File: src/hw/rtl/b32ad_pkg.sv
// ----------------------------------------------------------------------------
// b32ad_pkg
// Shared types, constants and functions of the bech32 address decoder.
// ----------------------------------------------------------------------------
package b32ad_pkg;

	localparam int PREFIX_MAX_DEF = 16;

	localparam logic [7:0] SEP_CHAR = 8'h31;

	localparam int CS_W = 30;
	localparam logic [CS_W-1:0] CS_INIT = 30'd1;
	localparam logic [CS_W-1:0] GEN [5] = '{
		30'h3b6a57b2, 30'h26508e6d, 30'h1ea119fa, 30'h3d4233dd, 30'h2a1462b3
	};

	localparam int DELAY_DEPTH = 6;
	localparam logic [2:0] DELAY_FULL = 3'd6;
	localparam logic [7:0] MIN_SYMS = 8'd6;
	localparam logic [7:0] SYM_SAT = 8'hFF;
	localparam logic [5:0] BYTE_SAT = 6'd63;
	localparam logic [5:0] PROG_LEN_A = 6'd20;
	localparam logic [5:0] PROG_LEN_B = 6'd32;
	localparam logic [3:0] SYM_BITS = 4'd5;
	localparam logic [3:0] BYTE_BITS = 4'd8;

	localparam logic [7:0] CHARSET [32] = '{
		"q", "p", "z", "r", "y", "9", "x", "8", "g", "f", "2", "t", "v", "d", "w", "0",
		"s", "3", "j", "n", "5", "4", "k", "h", "c", "e", "6", "m", "u", "a", "7", "l"
	};

	typedef enum logic [2:0] {
		ST_OK       = 3'd0,
		ST_BAD_SEP  = 3'd1,
		ST_SHORT    = 3'd2,
		ST_BAD_CHAR = 3'd3,
		ST_BAD_CSUM = 3'd4,
		ST_EMPTY    = 3'd5,
		ST_LEFTOVER = 3'd6,
		ST_BAD_LEN  = 3'd7
	} status_t;

	typedef enum logic [2:0] {
		FOLD_NONE,
		FOLD_PRIME,
		FOLD_HI,
		FOLD_ZERO,
		FOLD_LO
	} fold_op_t;

	typedef struct packed {
		logic     step;
		fold_op_t fold_op;
		logic     load_status;
	} dp_cmd_t;

	typedef struct packed {
		logic need_fold;
		logic has_byte;
		logic fin;
		logic fold_last;
	} dp_sts_t;

	// one step of the BCH polymod
	function automatic logic [CS_W-1:0] poly_step(input logic [CS_W-1:0] c);
		logic [CS_W-1:0] r;
		r = {c[24:0], 5'b00000};
		for (int i = 0; i < 5; i++) begin
			if (c[25+i]) begin
				r = r ^ GEN[i];
			end
		end
		return r;
	endfunction

	// {hit, value}
	function automatic logic [5:0] sym_lookup(input logic [7:0] c);
		logic [5:0] r;
		r = 6'd0;
		for (int i = 0; i < 32; i++) begin
			if (c == CHARSET[i]) begin
				r = {1'b1, 5'(i)};
			end
		end
		return r;
	endfunction

endpackage

File: src/hw/rtl/b32ad_if.sv
// ----------------------------------------------------------------------------
// b32ad_if
// Valid/ready channels of the decoder: character beats in, result beats out.
// ----------------------------------------------------------------------------
interface b32ad_char_if;
	logic       valid;
	logic       ready;
	logic [7:0] char_code;
	logic       is_final;

	modport source(output valid, char_code, is_final, input ready);
	modport sink(input valid, char_code, is_final, output ready);
endinterface

interface b32ad_res_if;
	logic       valid;
	logic       ready;
	logic       has_byte;
	logic [7:0] data_byte;
	logic       done_res;
	logic [2:0] status;

	modport source(output valid, has_byte, data_byte, done_res, status, input ready);
	modport sink(input valid, has_byte, data_byte, done_res, status, output ready);
endinterface

File: src/hw/rtl/b32ad_dp.sv
// ----------------------------------------------------------------------------
// b32ad_dp
// Datapath: prefix memory, checksum, symbol delay line, 5-to-8 repacking,
// status evaluation and the output beat register.
// ----------------------------------------------------------------------------
module b32ad_dp #(
	parameter int PREFIX_MAX = b32ad_pkg::PREFIX_MAX_DEF
) (
	input  logic                clk,
	input  logic                arst_n,
	input  logic [7:0]          char_code,
	input  logic                is_final,
	input  b32ad_pkg::dp_cmd_t  cmd,
	output b32ad_pkg::dp_sts_t  sts,
	output logic                has_byte,
	output logic [7:0]          data_byte,
	output logic                done_res,
	output logic [2:0]          status
);

	localparam int PCW = $clog2(PREFIX_MAX + 2);
	localparam int AW = (PREFIX_MAX > 1) ? $clog2(PREFIX_MAX) : 1;
	localparam logic [PCW-1:0] PM_C = PCW'(PREFIX_MAX);
	localparam int CW = b32ad_pkg::CS_W;

	logic [7:0]     pfx_mem [PREFIX_MAX];
	logic [7:0]     rd_q;

	logic           in_data_q, n_in_data;
	logic [PCW-1:0] pfx_cnt_q, n_pfx_cnt;
	logic [PCW-1:0] fold_idx_q;
	logic [CW-1:0]  cs_q, n_cs;
	logic [4:0]     dly_q [b32ad_pkg::DELAY_DEPTH];
	logic [2:0]     fill_q, n_fill;
	logic           vskip_q, n_vskip;
	logic [7:0]     sym_cnt_q, n_sym_cnt;
	logic [11:0]    acc_q, n_acc;
	logic [3:0]     bc_q, n_bc;
	logic [5:0]     byte_cnt_q, n_byte_cnt;
	logic           cerr_q, n_cerr;

	logic [5:0]     sym;
	logic           pfx_wr;
	logic           dly_shift;
	logic           byte_c;
	logic [7:0]     byte_val;
	logic           need_fold_c;
	logic [3:0]     bc5;
	b32ad_pkg::status_t st_c;
	b32ad_pkg::status_t st_q;

	logic           out_has_q;
	logic [7:0]     out_byte_q;
	logic           out_done_q;
	b32ad_pkg::status_t out_st_q;

	always_comb begin
		sym         = b32ad_pkg::sym_lookup(char_code);
		n_in_data   = in_data_q;
		n_pfx_cnt   = pfx_cnt_q;
		n_cs        = cs_q;
		n_fill      = fill_q;
		n_vskip     = vskip_q;
		n_sym_cnt   = sym_cnt_q;
		n_acc       = acc_q;
		n_bc        = bc_q;
		n_byte_cnt  = byte_cnt_q;
		n_cerr      = cerr_q;
		pfx_wr      = 1'b0;
		dly_shift   = 1'b0;
		byte_c      = 1'b0;
		byte_val    = 8'd0;
		need_fold_c = 1'b0;
		bc5         = bc_q + b32ad_pkg::SYM_BITS;
		if (!in_data_q) begin
			if (char_code == b32ad_pkg::SEP_CHAR) begin
				n_in_data   = 1'b1;
				need_fold_c = (pfx_cnt_q != '0) && (pfx_cnt_q <= PM_C) && !is_final;
			end else if (pfx_cnt_q < PM_C) begin
				pfx_wr    = 1'b1;
				n_pfx_cnt = pfx_cnt_q + 1'b1;
			end else begin
				n_pfx_cnt = PM_C + 1'b1;
			end
		end else begin
			if (sym_cnt_q != b32ad_pkg::SYM_SAT) begin
				n_sym_cnt = sym_cnt_q + 8'd1;
			end
			if (!sym[5]) begin
				n_cerr = 1'b1;
			end else begin
				n_cs      = b32ad_pkg::poly_step(cs_q) ^ {25'd0, sym[4:0]};
				dly_shift = 1'b1;
				if (fill_q == b32ad_pkg::DELAY_FULL) begin
					if (!vskip_q) begin
						n_vskip = 1'b1;
					end else begin
						n_acc = {acc_q[6:0], dly_q[b32ad_pkg::DELAY_DEPTH-1]};
						if (bc5 >= b32ad_pkg::BYTE_BITS) begin
							n_bc     = bc5 - b32ad_pkg::BYTE_BITS;
							byte_c   = 1'b1;
							byte_val = 8'(n_acc >> n_bc);
							if (byte_cnt_q != b32ad_pkg::BYTE_SAT) begin
								n_byte_cnt = byte_cnt_q + 6'd1;
							end
						end else begin
							n_bc = bc5;
						end
					end
				end else begin
					n_fill = fill_q + 3'd1;
				end
			end
		end

		if (!n_in_data || n_pfx_cnt == '0 || n_sym_cnt == 8'd0) begin
			st_c = b32ad_pkg::ST_BAD_SEP;
		end else if (n_sym_cnt < b32ad_pkg::MIN_SYMS) begin
			st_c = b32ad_pkg::ST_SHORT;
		end else if (n_cerr) begin
			st_c = b32ad_pkg::ST_BAD_CHAR;
		end else if (n_pfx_cnt > PM_C) begin
			st_c = b32ad_pkg::ST_BAD_LEN;
		end else if (n_cs != b32ad_pkg::CS_INIT) begin
			st_c = b32ad_pkg::ST_BAD_CSUM;
		end else if (n_sym_cnt == b32ad_pkg::MIN_SYMS) begin
			st_c = b32ad_pkg::ST_EMPTY;
		end else if (n_bc >= b32ad_pkg::SYM_BITS) begin
			st_c = b32ad_pkg::ST_LEFTOVER;
		end else if (n_byte_cnt != b32ad_pkg::PROG_LEN_A
				&& n_byte_cnt != b32ad_pkg::PROG_LEN_B) begin
			st_c = b32ad_pkg::ST_BAD_LEN;
		end else begin
			st_c = b32ad_pkg::ST_OK;
		end
	end

	assign sts.need_fold = need_fold_c;
	assign sts.has_byte  = byte_c;
	assign sts.fin       = is_final;
	assign sts.fold_last = (fold_idx_q == pfx_cnt_q);

	always_ff @(posedge clk or negedge arst_n) begin
		if (!arst_n) begin
			in_data_q  <= 1'b0;
			pfx_cnt_q  <= '0;
			fold_idx_q <= '0;
			cs_q       <= b32ad_pkg::CS_INIT;
			fill_q     <= 3'd0;
			vskip_q    <= 1'b0;
			sym_cnt_q  <= 8'd0;
			acc_q      <= 12'd0;
			bc_q       <= 4'd0;
			byte_cnt_q <= 6'd0;
			cerr_q     <= 1'b0;
		end else if (cmd.step) begin
			if (is_final) begin
				in_data_q  <= 1'b0;
				pfx_cnt_q  <= '0;
				cs_q       <= b32ad_pkg::CS_INIT;
				fill_q     <= 3'd0;
				vskip_q    <= 1'b0;
				sym_cnt_q  <= 8'd0;
				acc_q      <= 12'd0;
				bc_q       <= 4'd0;
				byte_cnt_q <= 6'd0;
				cerr_q     <= 1'b0;
			end else begin
				in_data_q  <= n_in_data;
				pfx_cnt_q  <= n_pfx_cnt;
				fill_q     <= n_fill;
				vskip_q    <= n_vskip;
				sym_cnt_q  <= n_sym_cnt;
				acc_q      <= n_acc;
				bc_q       <= n_bc;
				byte_cnt_q <= n_byte_cnt;
				cerr_q     <= n_cerr;
				if (need_fold_c) begin
					cs_q       <= b32ad_pkg::CS_INIT;
					fold_idx_q <= '0;
				end else begin
					cs_q <= n_cs;
				end
			end
		end else begin
			unique case (cmd.fold_op)
				b32ad_pkg::FOLD_NONE: begin
				end
				b32ad_pkg::FOLD_PRIME: begin
					fold_idx_q <= fold_idx_q + 1'b1;
				end
				b32ad_pkg::FOLD_HI: begin
					cs_q <= b32ad_pkg::poly_step(cs_q) ^ {27'd0, rd_q[7:5]};
					fold_idx_q <= sts.fold_last ? '0 : fold_idx_q + 1'b1;
				end
				b32ad_pkg::FOLD_ZERO: begin
					cs_q       <= b32ad_pkg::poly_step(cs_q);
					fold_idx_q <= fold_idx_q + 1'b1;
				end
				b32ad_pkg::FOLD_LO: begin
					cs_q <= b32ad_pkg::poly_step(cs_q) ^ {25'd0, rd_q[4:0]};
					fold_idx_q <= fold_idx_q + 1'b1;
				end
				default: begin
				end
			endcase
		end
	end

	// prefix memory, delay line and result payload
	always_ff @(posedge clk) begin
		if (cmd.step && pfx_wr) begin
			pfx_mem[pfx_cnt_q[AW-1:0]] <= char_code;
		end
		if (cmd.fold_op != b32ad_pkg::FOLD_NONE && fold_idx_q < PM_C) begin
			rd_q <= pfx_mem[fold_idx_q[AW-1:0]];
		end
		if (cmd.step && dly_shift) begin
			dly_q[0] <= sym[4:0];
			for (int i = 1; i < b32ad_pkg::DELAY_DEPTH; i++) begin
				dly_q[i] <= dly_q[i-1];
			end
		end
		if (cmd.step && is_final) begin
			st_q <= st_c;
		end
		if (cmd.step && byte_c) begin
			out_has_q  <= 1'b1;
			out_byte_q <= byte_val;
			out_done_q <= 1'b0;
			out_st_q   <= b32ad_pkg::ST_OK;
		end else if (cmd.step && is_final) begin
			out_has_q  <= 1'b0;
			out_byte_q <= 8'd0;
			out_done_q <= 1'b1;
			out_st_q   <= st_c;
		end else if (cmd.load_status) begin
			out_has_q  <= 1'b0;
			out_byte_q <= 8'd0;
			out_done_q <= 1'b1;
			out_st_q   <= st_q;
		end
	end

	assign has_byte  = out_has_q;
	assign data_byte = out_byte_q;
	assign done_res  = out_done_q;
	assign status    = out_st_q;

endmodule

File: src/hw/rtl/b32ad_ctrl.sv
// ----------------------------------------------------------------------------
// b32ad_ctrl
// Controller: input handshake, prefix fold sequencing, output beat valid and
// the pending status beat.
// ----------------------------------------------------------------------------
module b32ad_ctrl (
	input  logic               clk,
	input  logic               arst_n,
	input  logic               in_valid,
	output logic               in_ready,
	output logic               out_valid,
	input  logic               out_ready,
	input  b32ad_pkg::dp_sts_t sts,
	output b32ad_pkg::dp_cmd_t cmd
);

	typedef enum logic [2:0] {
		S_RUN,
		S_PRIME,
		S_HI,
		S_ZERO,
		S_LO
	} state_t;

	state_t state_q;
	logic   out_valid_q;
	logic   pend_q;
	logic   slot_free;
	logic   step;
	logic   load_status;

	assign slot_free   = !out_valid_q || out_ready;
	assign in_ready    = (state_q == S_RUN) && !pend_q && slot_free;
	assign step        = in_valid && in_ready;
	assign load_status = pend_q && slot_free;
	assign out_valid   = out_valid_q;

	always_comb begin
		cmd.step        = step;
		cmd.load_status = load_status;
		unique case (state_q)
			S_RUN:   cmd.fold_op = b32ad_pkg::FOLD_NONE;
			S_PRIME: cmd.fold_op = b32ad_pkg::FOLD_PRIME;
			S_HI:    cmd.fold_op = b32ad_pkg::FOLD_HI;
			S_ZERO:  cmd.fold_op = b32ad_pkg::FOLD_ZERO;
			S_LO:    cmd.fold_op = b32ad_pkg::FOLD_LO;
			default: cmd.fold_op = b32ad_pkg::FOLD_NONE;
		endcase
	end

	always_ff @(posedge clk or negedge arst_n) begin
		if (!arst_n) begin
			state_q     <= S_RUN;
			out_valid_q <= 1'b0;
			pend_q      <= 1'b0;
		end else begin
			if ((step && (sts.has_byte || sts.fin)) || load_status) begin
				out_valid_q <= 1'b1;
			end else if (out_ready) begin
				out_valid_q <= 1'b0;
			end

			if (load_status) begin
				pend_q <= 1'b0;
			end else if (step && sts.has_byte && sts.fin) begin
				pend_q <= 1'b1;
			end

			unique case (state_q)
				S_RUN: begin
					if (step && sts.need_fold) begin
						state_q <= S_PRIME;
					end
				end
				S_PRIME: state_q <= S_HI;
				S_HI: begin
					if (sts.fold_last) begin
						state_q <= S_ZERO;
					end
				end
				S_ZERO: state_q <= S_LO;
				S_LO: begin
					if (sts.fold_last) begin
						state_q <= S_RUN;
					end
				end
				default: state_q <= S_RUN;
			endcase
		end
	end

endmodule

File: src/hw/rtl/bech32_address_decode.sv
// ----------------------------------------------------------------------------
// bech32_address_decode
// Streaming bech32 segwit address decoder, one character per beat.
// ----------------------------------------------------------------------------
// Characters are taken one per cycle unless a prefix fold, a pending status
// or a full output register holds the input. The separator of an address
// with an N-character prefix (1 <= N <= PREFIX_MAX) starts a fold in which
// the prefix is read back from its memory and folded into the checksum (high
// bits, a zero step, then low bits); no character is taken meanwhile. Each
// data character may give one provisional program byte; the final character
// gives a status beat (after the byte beat, if any). A single output register
// holds the next result beat; input stalls while it is full and not being taken.
module bech32_address_decode #(
	parameter int PREFIX_MAX = b32ad_pkg::PREFIX_MAX_DEF
) (
	input logic         clk,
	input logic         arst_n,
	b32ad_char_if.sink  chars,
	b32ad_res_if.source results
);

	b32ad_pkg::dp_cmd_t cmd;
	b32ad_pkg::dp_sts_t sts;

	b32ad_ctrl u_ctrl (
		.clk       (clk),
		.arst_n    (arst_n),
		.in_valid  (chars.valid),
		.in_ready  (chars.ready),
		.out_valid (results.valid),
		.out_ready (results.ready),
		.sts       (sts),
		.cmd       (cmd)
	);

	b32ad_dp #(
		.PREFIX_MAX(PREFIX_MAX)
	) u_dp (
		.clk       (clk),
		.arst_n    (arst_n),
		.char_code (chars.char_code),
		.is_final  (chars.is_final),
		.cmd       (cmd),
		.sts       (sts),
		.has_byte  (results.has_byte),
		.data_byte (results.data_byte),
		.done_res  (results.done_res),
		.status    (results.status)
	);

endmodule
File: src/flat_wrapper.sv
// flat-port wrapper written by rule: the top's interface ports become plain ports
module bech32_address_decode_flat 
#(
	parameter int PREFIX_MAX = b32ad_pkg::PREFIX_MAX_DEF
)
  (clk, arst_n, chars_valid, chars_char_code, chars_is_final, chars_ready, results_valid, results_has_byte, results_data_byte, results_done_res, results_status, results_ready);
  b32ad_char_if chars_i ();
  b32ad_res_if results_i ();
  input logic clk;
  input logic arst_n;
  input wire logic [$bits(chars_i.valid)-1:0] chars_valid;
  input wire logic [$bits(chars_i.char_code)-1:0] chars_char_code;
  input wire logic [$bits(chars_i.is_final)-1:0] chars_is_final;
  output wire logic [$bits(chars_i.ready)-1:0] chars_ready;
  output wire logic [$bits(results_i.valid)-1:0] results_valid;
  output wire logic [$bits(results_i.has_byte)-1:0] results_has_byte;
  output wire logic [$bits(results_i.data_byte)-1:0] results_data_byte;
  output wire logic [$bits(results_i.done_res)-1:0] results_done_res;
  output wire logic [$bits(results_i.status)-1:0] results_status;
  input wire logic [$bits(results_i.ready)-1:0] results_ready;
  assign chars_i.valid = chars_valid;
  assign chars_i.char_code = chars_char_code;
  assign chars_i.is_final = chars_is_final;
  assign chars_ready = chars_i.ready;
  assign results_valid = results_i.valid;
  assign results_has_byte = results_i.has_byte;
  assign results_data_byte = results_i.data_byte;
  assign results_done_res = results_i.done_res;
  assign results_status = results_i.status;
  assign results_i.ready = results_ready;
  bech32_address_decode #(.PREFIX_MAX(PREFIX_MAX)) u_core (.clk(clk), .arst_n(arst_n), .chars(chars_i), .results(results_i));
endmodule
File: config.mk
export PLATFORM = sky130hd
export DESIGN_NAME = bech32_address_decode_flat
export DESIGN_NICKNAME = d
export VERILOG_FILES = /design/src/hw/rtl/b32ad_pkg.sv /design/src/hw/rtl/b32ad_if.sv /design/src/hw/rtl/b32ad_dp.sv /design/src/hw/rtl/b32ad_ctrl.sv /design/src/hw/rtl/bech32_address_decode.sv /design/src/flat_wrapper.sv
export SDC_FILE = /design/constraint.sdc
export NUM_CORES = 1
export LEC_CHECK = 0
export BUFFER_PORTS_ARGS = -buffer_cell sky130_fd_sc_hd__buf_2
export CORE_UTILIZATION = 57
export CTS_CLUSTER_DIAMETER = 60
export DETAILED_ROUTE_END_ITERATION = 8
export PLACE_DENSITY = 0.75
export SLEW_MARGIN = 20
export SYNTH_ARGS = -nofsm -noshare
export SYNTH_HDL_FRONTEND = slang
export SYNTH_SLANG_ARGS = --single-unit
File: constraint.sdc
create_clock -name clk -period 6.7 [get_ports clk]
set_input_delay 0 -clock clk [delete_from_list [all_inputs] [get_ports clk]]
set_output_delay 0 -clock clk [all_outputs]
set_load 0.05 [all_outputs]
Word-level counts from Yosys, hierarchy flattened

Memories as Yosys holds them, arrays and structs flattened. A register that Yosys moved wholly into a read port is not among the register bits.
Cells that the tools add are included.
Widths: inputs -> output; s select.

Bits in registers: 92
Output and inout port bits: 15
Memories: 2
Bits of input ports: 13
Memory bits (writable): 158

Equality and inequality tests: 55
Mux-type cells: 184
Shift operators: 1
$lt $le $gt $ge: 7
Add/subtract/negate cells: 7
Reductions and logical operators: 45
Bitwise gates (word level): 20

Memory list:

| name                | words | width | rd ports | clocked after memory_dff | wr ports | RTL line       | source |
|---|---|---|---|---|---|---|---|
| u_core.u_dp.pfx_mem | 16    | 8     | 1        | 1                        | 1        | b32ad_dp.sv:26 | `logic [7:0] pfx_mem [PREFIX_MAX];` |
| u_core.u_dp.dly_q   | 6     | 5     | 6        | 0                        | 6        | b32ad_dp.sv:33 | `logic [4:0] dly_q [b32ad_pkg::DELAY_DEPTH];` |

Operator list:

| operator            | count |
|---|---|
| $mux 30             | 56 |
| $mux 6              | 39 |
| $eq 8x7->1 const B  | 23 |
| $mux 29             | 4 |
| $pmux 30 s3         | 1 |
| $mux 8              | 11 |
| $eq 8x6->1 const B  | 10 |
| $not 17->17         | 4 |
| $not 16->16         | 4 |
| $xor 30x5->30       | 2 |
| $not 14->14         | 4 |
| $not 13->13         | 4 |
| $mux 3              | 17 |
| $mux 5              | 8 |
| $mux 7              | 5 |
| $mux 1              | 34 |
| $ne 30x1->1 const B | 1 |
| $xor 30x3->30       | 1 |
| $mux 4              | 6 |
| $not 18->18         | 1 |
| $logic_and 1x1->1   | 15 |
| $pmux 3 s5          | 1 |
| $reduce_bool 2->1   | 7 |
| $eq 3x2->1 const B  | 4 |
| other kinds (36)    | 57 |

Depth between registers and ports, before layout

Gate-level depths: netlist of the first run.

Word-level depth: 61
Gate-level depth with buffers: 13
Mapped depth without buffers: 10

Cells and area by module

A second synthesis of the first run with hierarchy kept.

Cell total of the unflattened synthesis: 1016
Area, all modules: 12876.1 µm²

Modules (own cells, without submodules):

| module     | cells an instance | area an instance (µm²) | times used | sequential area each (µm²) |
|---|---|---|---|---|
| b32ad_dp   | 986               | 12592.1                | 1          | 7193.1 |
| b32ad_ctrl | 30                | 284.0                  | 1          | 125.1 |

Worst setup path after synthesis of the first run

Ideal clock, no wire load.

Kind: reg-to-reg
Start point: register u_core.u_ctrl.out_valid_q (netlist: u_core.u_ctrl.out_valid)
End point: register u_core.u_dp.fill_q[2]
Setup slack: 2.381 ns
Library setup time: 0.148 ns
Buffers on the path: 1
Cell stages (with the launch flop): 9
Arrival: 4.171 ns
Cells stage by stage: dfrtp_1 nand2b_1 nand2_1 nor3_1 nand2_1 clkbuf_1 nor2_1 and4b_1 nor3_1

Cells in the longest elaborated chain, start to end: 5

Ends and longest elaborated chain:

| what                       | RTL line           | source |
|---|---|---|
| from (decl)                | b32ad_ctrl.sv:26   | `logic out_valid_q;` |
| from (signal assigned)     | b32ad_ctrl.sv:54   | `out_valid_q <= 1'b0;` |
| from (signal assigned)     | b32ad_ctrl.sv:58   | `out_valid_q <= 1'b1;` |
| from (signal assigned)     | b32ad_ctrl.sv:60   | `out_valid_q <= 1'b0;` |
| $logic_not 1->1            | b32ad_ctrl.sv:32   | `assign slot_free = !out_valid_q \|\| out_ready;` |
| $logic_or 1x1->1           | b32ad_ctrl.sv:32   |  |
| $logic_and 1x1->1          | b32ad_ctrl.sv:33   | `assign in_ready = (state_q == S_RUN) && !pend_q && slot_free;` |
| named net chars_ready      | flat_wrapper.sv:14 | `output wire logic [$bits(chars_i.ready)-1:0] chars_ready;` |
| $logic_and 1x1->1          | b32ad_ctrl.sv:34   | `assign step = in_valid && in_ready;` |
| $reduce_and 4->1 (no line) | --                 |  |
| to (signal assigned)       | b32ad_dp.sv:171    | `fill_q <= n_fill;` |
| to (decl)                  | b32ad_dp.sv:34     | `logic [2:0] fill_q, n_fill;` |

The timed path passes the listed nets, and every way through them passes these cells.
A chain may end at the register's enable or synchronous reset.

Worst setup path in the final report of the first run

Start point: register u_core.u_ctrl.state_q[0]
End point: register u_core.u_dp.cs_q[27]

Cells in the longest elaborated chain, start to end: 5
Elaborated cells between the ends (all ways): 15

Ends and longest elaborated chain:

| what                                                    | RTL line                           | source |
|---|---|---|
| from (decl)                                             | b32ad_ctrl.sv:25                   | `state_t state_q;` |
| from (signal assigned)                                  | b32ad_ctrl.sv:53                   | `state_q <= S_RUN;` |
| from (signal assigned)                                  | b32ad_ctrl.sv:72                   | `state_q <= S_PRIME;` |
| from (signal assigned)                                  | b32ad_ctrl.sv:75                   | `S_PRIME: state_q <= S_HI;` |
| $eq 3x3->1, or another cell as far along                | b32ad_ctrl.sv:41                   | `unique case (state_q)` |
| $pmux 3 s4 / $logic_and 1x1->1 (equally long branches)  | b32ad_ctrl.sv:41, b32ad_ctrl.sv:33 |  |
| $eq 3x3->1, or another cell as far along                | b32ad_dp.sv:186                    | `unique case (cmd.fold_op)` |
| $pmux 30 s3 / $logic_and 1x1->1 (equally long branches) | b32ad_dp.sv:186, b32ad_ctrl.sv:34  |  |
| $mux 30 / $reduce_bool 4->1 (equally long branches)     | --                                 |  |
| to (signal assigned)                                    | b32ad_dp.sv:160                    | `cs_q <= b32ad_pkg::CS_INIT;` |
| to (signal assigned)                                    | b32ad_dp.sv:193                    | `cs_q <= b32ad_pkg::poly_step(cs_q) ^ {27'd0, rd_q[7:5]};` |
| to (signal assigned)                                    | b32ad_dp.sv:197                    | `cs_q <= b32ad_pkg::poly_step(cs_q);` |
| to (decl)                                               | b32ad_dp.sv:32                     | `logic [CW-1:0] cs_q, n_cs;` |

Several ways; a longest one is shown, not always the timed one.

==> out/metrics.csv, run 1 <==
stage,metric,value,unit
setup_path,crit_family,simple AND/OR/NAND/NOR gates,
setup_path,worst-path-buf-inv,0,
cells_and_area,fillerInstances,1630,
yosys,synth_area,13000,um2
cells_and_area,utilization,0.647,
placed_design,dp_hpwl,18800,um
sta,slew_violations,0,
clocking,clk_latency,0.54,ns
global_route,grt_pass1_wl,45700,um
setup_path,crit_cells,9,
die,die_y,153,um
clocking,cts_max_level,1,
sta,finalSetupTns,0,ns
clocking,cts_resized,0,
sta,fin_ws,2.95,ns
job,cap_violations,0,
status,status,"complete, no violations",
sta,maxSlewHeadroom,0.337,
clocking,cts.sinks,258,
cells_and_area,stdcell_count,1368,
sta,final-setup-viol-count,0,
global_route,grt_pass1_vias,8301,
setup_path,critPathMaxStageDelay,0.87,ns
sta,post-route-period-util,0.560,
placed_design,placed_cell_area,13300,um2
power,total_power,5.95,mW
setup_path,slowest_stage,a21oi_1,
cells_and_area,syn2layout_area_growth,9.73,%
setup_path,cp.required,7.15,ns
global_route,antenna_found_initial,0,
yosys,synthCells,1060,
yosys,syn_avg_cell_area,12.3,um2
clocking,numCtsBuffers,27,
sta,max_freq,267,MHz
setup_path,path_class,reg2reg,
sta,clock-skew-final,0.0186,ns
sta,rsz0062_at_grt,false,
detailed_routing,totalWireLength,28400,um
power,leakagePower,5.10,nW
worst_hold_path,hold_depth,1,
cells_and_area,stdcell_area,14300,um2
die,fp.dieW,153,um
global_route,grt_max_degree,77,
placed_design,gp_congestion,0.893,
cells_and_area,antenna_cells,0,
die,io_pins,28,
sta,timing.hold.ws,0.0293,ns
yosys,ys_types,87,
detailed_routing,via_count,8815,
detailed_routing,dr.pass1.iters,5,
clocking,clk_pin_slew_worst_paths,0.06,ns
clocking,cts_root_buffer,clkbuf_16,
detailed_routing,wl_per_cell,20.8,um
detailed_routing,drc,0,
power,power_density,417,nW/um2
setup_path,worstPathCellList,nor2_1 > nand2_1 > nor3_1 > nand2_1 > nor2_1 > nand3_1 > a21oi_1 > a21oi_1 > o21ai_0,
sta,tightest_slew,0.994,ns
placed_design,placedCellCount,1311,
placed_design,pre_cts_slack,2.99,ns
yosys,synth_edf_count,177,
yosys,synth.most_common_cell,edfxtp_1,
detailed_routing,drt_iter0_drc,750,
setup_path,start_kind,flop,
cells_and_area,nets,1090,
detailed_routing,antenna_left,0,
yosys,yosys.area.top_type_share,0.408,
clocking,cts_tree,built,
setup_path,worstPathMaxFanout,12,
yosys,yosys_register_bits,258,
yosys,async_reset_ff_frac,0.295,
power,ir_worst_vdd,0.230,mV
worst_hold_path,hold_class,in2reg,
clocking,clk_path_buf_depth,3,
die,core,22100,um2
setup_path,worstPathArrival,4.20,ns
die,num_rows,54,
die,die_area,23400,um2
global_route,grt_overflow,0,
yosys,synth_common_cells,"edfxtp_1 (177), nand2_1 (80), dfrtp_1 (75)",
yosys,synth_top_cells_by_area,"edfxtp_1 (41%), dfrtp_1 (14%), mux4_2 (8.3%), xnor2_1 (2.8%), nand2_1 (2.3%)",
die,initial_utilization,0.589,
setup_path,ff2ff_path_depth,9,
yosys,syn_nets,1083,
placed_design,portBuffers,27,
sta,hold_viol_final,0,
cells_and_area,drive_gt1_frac,0.142,
yosys,yosysTopAreaCell,edfxtp_1,
global_route,track_usage,0.250,
setup_path,crit_path_end_kind,flop,
yosys,synthFlopType,edfxtp_1,
yosys,yosysWarnings,0,
sta,period_minus_slack,3.75,ns
detailed_routing,viasPerCell,6.44,
yosys,yosysSeqAreaShare,0.562,
-- sequential cells by signal, indices dropped and copies added (netlist names), 3 cells and up --
name,flops
u_core.u_dp.sym_cnt_q,8
u_core.u_dp.dly_q,30
u_core.u_dp.bc_q,4
u_core.u_dp.st_q,3
u_core.u_dp.cs_q,30
u_core.u_dp.rd_q,8
u_core.u_dp.byte_cnt_q,6
u_core.u_ctrl.state_q,3
u_core.u_dp.fill_q,3
u_core.u_dp.pfx_mem,128
u_core.u_dp.status,3
u_core.u_dp.pfx_cnt_q,5
u_core.u_dp.acc_q,7
u_core.u_dp.data_byte,8
u_core.u_dp.fold_idx_q,5
-- cell usage in the layout, fill, tap and decap left out, types with 12 or more instances in the layout --
master     instances
xnor2_1           41
and3_1            12
edfxtp_1         177
nand4_1           16
a21oi_1           54
nor3_1            37
nor4_1            14
buf_2             26
xor2_1            27
and2_1            13
nor2_1            63
inv_1             20
buf_4             15
o21ai_0           58
a31oi_1           12
nand2_1           80
a22o_1            19
dfrtp_1           74
nand3_1           21
clkbuf_16         28
mux4_2            48
-- final timing paths --
check	start	to	slack [ns]
worst max register to register	u_core.u_ctrl.state_q[0]	u_core.u_dp.cs_q[27]	2.95
worst min-delay path	chars_char_code[0]	u_core.u_dp.pfx_mem[10][0]	0.03
min in group asynchronous	arst_n	u_core.u_dp.sym_cnt_q[3]	0.05
worst max-delay path	u_core.u_ctrl.state_q[0]	u_core.u_dp.cs_q[27]	2.95
worst min register to register	u_core.u_dp.dly_q[3][1]	u_core.u_dp.dly_q[4][1]	0.42
max in group asynchronous	arst_n	u_core.u_dp.cs_q[10]	6.12
-- worst register-to-register path: stages, from the launching register on --
cell     delay [ns]
dfrtp_1        0.42
nor2_1         0.48
nand2_1        0.10
nor3_1         0.25
nand2_1        0.11
nor2_1         0.74
nand3_1        0.35
a21oi_1        0.87
a21oi_1        0.15
o21ai_0        0.19
-- power by group --
group | switching, mW | internal, mW | leakage [nW]
sequential | 0.351 | 1.97 | 2.63
clock | 0.595 | 0.872 | 0.426
combinational | 1.21 | 0.956 | 2.05
total | 2.15 | 3.80 | 5.10
-- cell type report --
cell class | count | area (um2) | share of cell area
flip-flops and latches | 258 | 7320 | 0.512
multi-input cells | 710 | 5330 | 0.373
clock inverters | 9 | 109 | 0.00762
inverters | 21 | 78.8 | 0.00552
repair buffers | 49 | 324 | 0.0227
clock buffers | 41 | 769 | 0.0539
well taps | 280 | 350 | 0.0245
-- per-layer routing --
layer	up-vias	share of wire	track usage
li1	4085	-	-
met1	4338	0.44	0.364
met2	334	0.47	0.392
met3	58	0.071	0.0374
met4	0	0.024	0.0712
met5	-	0	0
-- repair_timing --
item | 4_1_cts | 5_1_grt
setup buffers | 0 | 0
hold endpoints to repair | 144 | 0
hold buffers | 7 | 0
-- cell families (layout without fill, tap and decap cells) --
group,count (synthesis),after routing,share of synthesized area
AOI/OAI and AO/OA,244,244,0.128
xor gates and xnor gates,69,69,0.0475
adders and majority gates,10,10,0.00961
buffers and inverters,92,120,0.0293
DFF,258,258,0.562
muxes,60,60,0.0926
and+or+nand+nor,327,327,0.131
No activity file was read; power rests on OpenSTA's default activity.
==> run 2, diff against run 1 <==
--- a/config.mk
+++ b/config.mk
@@ -9,7 +9,7 @@
 export CORE_UTILIZATION = 57
 export CTS_CLUSTER_DIAMETER = 60
 export DETAILED_ROUTE_END_ITERATION = 8
-export PLACE_DENSITY = 0.75
+export PLACE_DENSITY = 0.77
 export SLEW_MARGIN = 20
 export SYNTH_ARGS = -nofsm -noshare
 export SYNTH_HDL_FRONTEND = slang
==> constraint.sdc (replaced) <==
create_clock -name clk -period 3.36 [get_ports clk]
set_input_delay 0 -clock clk [delete_from_list [all_inputs] [get_ports clk]]
set_output_delay 0 -clock clk [all_outputs]
set_load 0.05 [all_outputs]
==> run 2 against run 1 <==
  * Global-route usage grew 2.2 points
  * Hold slack lost 0.0065 ns
  * Critical endpoint is now u_core.u_dp.status[2]
  * Largest power group is now combinational logic
  * Wire length grew 9.2%
  * Power grew 100%
  * Critical path type is now in2reg
  * Highest routed layer unchanged
  * Cell count grew 2.8%
==> out/metrics.csv, run 2 (same netlist as run 1, synthesis figures left out) <==
stage,metric,value,unit
detailed_routing,viasPerCell,6.61,
sta,timing.hold.ws,0.0228,ns
die,io_pins,28,
worst_hold_path,min-delay-start,chars_char_code[5],
die,fp.dieW,153,um
setup_path,critPathMostFrequentCell,buf_4,
global_route,grt_overflow,0,
clocking,cts_root_buffer,clkbuf_16,
setup_path,worst-path-buf-inv,4,
clocking,cts_tree,built,
placed_design,dp_hpwl,20800,um
clocking,cts_max_level,1,
cells_and_area,stdcell_count,1406,
detailed_routing,totalWireLength,31100,um
setup_path,worstPathArrival,3.60,ns
detailed_routing,via_count,9299,
cells_and_area,syn2layout_area_growth,11.4,%
setup_path,critPathMaxStageDelay,0.58,ns
sta,max_freq,315,MHz
sta,hold_viol_final,0,
setup_path,start_kind,input pin,
clocking,numCtsBuffers,27,
clocking,clk_latency,0.54,ns
power,ir_worst_vdd,0.592,mV
global_route,grt_pass1_vias,8911,
cells_and_area,mostFrequentLayoutCells,"edfxtp_1 (177), nand2_1 (80), dfrtp_1 (74), nor2_1 (63), o21ai_0 (58)",
sta,maxSlewHeadroom,0.249,
placed_design,pre_cts_slack,0.222,ns
worst_hold_path,hold_class,in2reg,
sta,tightest_slew,1.12,ns
cells_and_area,stdcell_area,14500,um2
clocking,clk_path_buf_depth,3,
placed_design,gp_congestion,0.901,
sta,clock-skew-final,0.0108,ns
setup_path,path_class,in2reg,
detailed_routing,antenna_left,0,
cells_and_area,utilization,0.656,
die,initial_utilization,0.589,
setup_path,worstPathCellList,dlygate4sd3_1 > buf_2 > nand4bb_1 > o32ai_2 > buf_4 > nor3_1 > a2111oi_1 > mux2i_1 > o31ai_1 > buf_4 > nand4_1 > o21a_1 > o311a_1,
cells_and_area,largest_register_ffs,128,
setup_path,r2r-start,u_core.u_dp.cs_q[25],
setup_path,slowest_stage,a2111oi_1,
die,die_y,153,um
placed_design,placedCellCount,1350,
sta,finalSetupTns,0,ns
status,status,"complete, no violations",
sta,final-setup-viol-count,0,
setup_path,worstPathMaxFanout,15,
sta,fin_ws,0.190,ns
sta,period_minus_slack,3.17,ns
power,power_density,828,nW/um2
sta,slew_violations,0,
cells_and_area,drive_gt1_frac,0.170,
die,die_area,23400,um2
power,leakagePower,5.26,nW
job,cap_violations,0,
detailed_routing,drc,0,
cells_and_area,fillerInstances,1601,
die,core,22100,um2
setup_path,crit_path_end_kind,flop,
die,num_rows,54,
setup_path,cp.required,3.78,ns
clocking,post_cts_buffers,0,
setup_path,cp-startpoint,chars_char_code[6],
placed_design,portBuffers,27,
cells_and_area,nets,1128,
sta,post-route-period-util,0.944,
global_route,grt_pass1_wl,49600,um
clocking,cts.sinks,258,
global_route,grt_max_degree,53,
clocking,clk_pin_slew_worst_paths,0.06,ns
setup_path,crit_family,compound AO/OA/AOI/OAI gates,
cells_and_area,antenna_cells,0,
detailed_routing,drt_iter0_drc,1018,
detailed_routing,dr.pass1.iters,5,
global_route,track_usage,0.272,
power,total_power,12.0,mW
global_route,antenna_found_initial,0,
detailed_routing,wl_per_cell,22.1,um
sta,rsz0062_at_grt,false,
cells_and_area,final_common_cell,edfxtp_1,
placed_design,placed_cell_area,13600,um2
[run 2: cell count changes in the layout (fill, tap and decap cells not counted), sizes merged]
cell and delta:
buf +39, clkinv +6, clkbuf -5, bufinv -2, dlygate4sd3 -1, inv +1
[run 2: per-layer routing]
layer | GRT usage | vias up | share of wire
li1 | - | 4165 | -
met1 | 0.393 | 4618 | 0.42
met2 | 0.430 | 450 | 0.47
met3 | 0.0434 | 66 | 0.087
met4 | 0.0717 | 0 | 0.026
met5 | 0 | - | 0
[run 2: cell type report]
cell class                 instances  area, um2  share of cell area
sequential                       258       7320               0.505
multi-input combinational        710       5340               0.369
clock buffer                      36        709              0.0489
timing repair buffer              87        616              0.0425
tap                              280        350              0.0242
clock inverter                    14       78.8             0.00544
inverter                          21       78.8             0.00544
[run 2: worst paths after layout]
kind | to | slack, ns | cells after the start
setup / recovery | u_core.u_dp.status[2] | 0.19 | 13
hold / removal | u_core.u_dp.pfx_mem[10][5] | 0.02 | 2
setup reg to reg | u_core.u_dp.status[2] | 0.24 | 10
hold reg to reg | u_core.u_dp.dly_q[5][0] | 0.42 | 0
max in group asynchronous | u_core.u_dp.acc_q[1] | 2.54 | 3
min in group asynchronous | u_core.u_dp.fold_idx_q[1] | 0.03 | 2
[run 2: power by group]
part	internal, mW	switching, mW
registers	3.94	0.615
logic	2.08	2.65
clock network	1.49	1.22
[run 2: worst reg2reg max path, cell delays in order, from the launching register on]
cell       delay, ns
dfrtp_1         0.60
xor2_1          0.45
and4_1          0.26
o2111ai_1       0.16
nor4_1          0.36
o211ai_1        0.18
o31ai_1         0.25
buf_4           0.17
nand4_1         0.10
o21a_1          0.21
o311a_1         0.28
[run 2: timing repair]
action,in CTS,in global routing
endpoints found under the setup margin,0,3
resized for setup,0,2
hold buffers,6,0
hold endpoints to repair,81,0
==> run 3, diff against run 2 <==
==> constraint.sdc (replaced) <==
create_clock -name clk -period 3.36 [get_ports clk]
set_input_delay 0.336 -clock clk [delete_from_list [all_inputs] [get_ports clk]]
set_output_delay 0.336 -clock clk [all_outputs]
set_load 0.05 [all_outputs]
==> run 3 against run 2 <==
  * Sequential cell count unchanged
  * Via count fell by 1.6%
  * Non-clock buffer count increased by 7
  * Combinational power hardly changed
  * Hold slack gained 0.15 ns
  * Count of clock-buffer cells in the layout shrank 1
  * Fmax rose by 2.1%
  * Global-route usage down 0.83 points
  * Largest cell class unchanged
==> out/metrics.csv, run 3 (same netlist as run 1, synthesis figures left out) <==
stage,metric,value,unit
sta,tightest_slew,0.869,ns
sta,final-setup-viol-count,0,
global_route,track_usage,0.263,
die,core,22100,um2
worst_hold_path,hold_class,in2reg,
sta,timing.hold.ws,0.171,ns
cells_and_area,antenna_cells,0,
cells_and_area,syn2layout_area_growth,12.7,%
cells_and_area,final_common_cell,edfxtp_1,
setup_path,crit_path_end_kind,flop,
setup_path,critPathMostFrequentCell,inv_1,
clocking,cts.sinks,258,
power,power_density,840,nW/um2
setup_path,start_kind,flop,
setup_path,critPathMaxStageDelay,0.58,ns
cells_and_area,drive_gt1_frac,0.184,
global_route,grt_max_degree,77,
die,num_rows,54,
setup_path,cp.required,3.82,ns
sta,clock-skew-final,0.0180,ns
die,fp.dieW,153,um
job,cap_violations,0,
placed_design,portBuffers,27,
sta,slew_violations,0,
setup_path,r2r-end,u_core.u_dp.status[0],
detailed_routing,wl_per_cell,21.5,um
sta,rsz0062_at_grt,false,
setup_path,worstPathCellList,inv_1 > ha_1 > nand3_1 > nor3_1 > inv_1 > nor4_1 > o41ai_1 > buf_4 > a32oi_1 > o2111ai_1 > a311oi_1,
detailed_routing,totalWireLength,30500,um
clocking,post_cts_buffers,0,
detailed_routing,antenna_left,0,
clocking,ctsHoldBuffers,1,
clocking,numCtsBuffers,29,
cells_and_area,fillerInstances,1601,
global_route,antenna_found_initial,0,
worst_hold_path,min-delay-start,chars_char_code[6],
sta,hold_viol_final,0,
worst_hold_path,hold_end,u_core.u_dp.pfx_mem[12][6],
setup_path,r2r-start,u_core.u_dp.fill_q[0],
detailed_routing,drt_iter0_drc,1050,
setup_path,worstPathMaxFanout,6,
die,io_pins,28,
setup_path,crit_family,simple AND/OR/NAND/NOR gates,
die,initial_utilization,0.589,
setup_path,path_class,reg2reg,
setup_path,ff2ff_path_depth,11,
detailed_routing,drc,0,
clocking,cts_max_level,1,
clocking,clk_latency,0.55,ns
cells_and_area,largest_register_ffs,128,
clocking,cts_tree,built,
power,leakagePower,5.36,nW
sta,maxSlewHeadroom,0.418,
clocking,cts_resized,0,
worst_hold_path,hold_depth,1,
setup_path,worstPathArrival,3.57,ns
power,ir_worst_vdd,0.660,mV
placed_design,dp_hpwl,20500,um
setup_path,slowest_stage,nor3_1,
placed_design,gp_congestion,0.874,
sta,max_freq,322,MHz
global_route,grt_overflow,0,
die,die_y,153,um
cells_and_area,multiInputGateArea,5340,um2
sta,period_minus_slack,3.11,ns
global_route,grt_pass1_wl,48200,um
setup_path,reg2reg_slack,0.25,ns
global_route,grt_pass1_vias,8603,
cells_and_area,nets,1137,
cells_and_area,mostFrequentLayoutCells,"edfxtp_1 (177), nand2_1 (80), dfrtp_1 (74), buf_4 (64), nor2_1 (63)",
cells_and_area,layout.area.seq,7320,um2
clocking,clk_path_buf_depth,3,
sta,post-route-period-util,0.924,
die,die_area,23400,um2
sta,finalSetupTns,0,ns
detailed_routing,via_count,9147,
status,status,"complete, no violations",
detailed_routing,viasPerCell,6.46,
clocking,cts_root_buffer,clkbuf_16,
detailed_routing,dr.pass1.iters,5,
setup_path,worst-path-buf-inv,3,
clocking,clk_pin_slew_worst_paths,0.06,ns
run 3: cell count changes in the layout (fill, tap and decap cells not counted), sizes merged:
| cell | change |
|---|---|
| buf | +12 |
| bufinv | +2 |
| clkbuf | -1 |
| clkinvlp | +1 |
| dlygate4sd3 | -5 |
| inv | +1 |
run 3: worst register-to-register path: cells and delay by family (launching register included):
kind,cells,cell delay (ns)
compound gates,4,0.80
simple gates,3,1.16
buf+inv,3,0.43
flops,1,0.41
fa+ha+maj,1,0.22
run 3: how the worst max path moves through the flow:
stage / startpoint / endpoint / slack, ns / cells past startpoint
floorplan: u_core.u_ctrl.state_q[0] / u_core.u_dp.pfx_mem[0][0] / 0.21 / 8
global placement: chars_char_code[5] / u_core.u_dp.status[2] / 0.06 / 11
detailed placement: chars_char_code[5] / u_core.u_dp.status[2] / 0.09 / 11
CTS: u_core.u_dp.cs_q[25] / u_core.u_dp.status[2] / 0.29 / 9
global route: u_core.u_dp.sym_cnt_q[0] / u_core.u_dp.status[2] / 0.02 / 10
finish: u_core.u_dp.fill_q[0] / u_core.u_dp.status[0] / 0.25 / 11
run 3: per-stage QoR:
step           power (mW)   util  area [um2]  worst slack (ns)  cells
4_1_cts              12.3  0.664       14700             0.287   1416
2_1_floorplan        7.88      -       13000             0.205   1060
6_report             12.3  0.664       14700             0.254   1416
3_3_place_gp         9.11  0.622       13700            0.0637   1362
5_1_grt              12.9  0.664       14700            0.0233   1416
3_5_place_dp         9.26  0.622       13700            0.0927   1362
run 3: per-layer routing:
metal	global-route usage	vias up	wire length [um]
met5	0	-	0
met4	0.0774	0	813
met3	0.0380	63	2390
met2	0.393	399	13600
met1	0.403	4491	13700
li1	-	4194	-
run 3: report_power, final:
group	internal, mW	total [mW]	switching, mW	leakage (nW)
clock	1.75	3.04	1.28	0.443
combinational	2.10	4.71	2.61	2.29
sequential	3.93	4.58	0.650	2.63
total	7.79	12.3	4.54	5.36
run 3: cell type report:
class	instances	area share
sequential	258	0.499
multi-input combinational	710	0.364
clock buffer	35	0.0510
timing repair buffer	94	0.0458
tap	280	0.0239
clock inverter	18	0.0113
inverter	21	0.00537
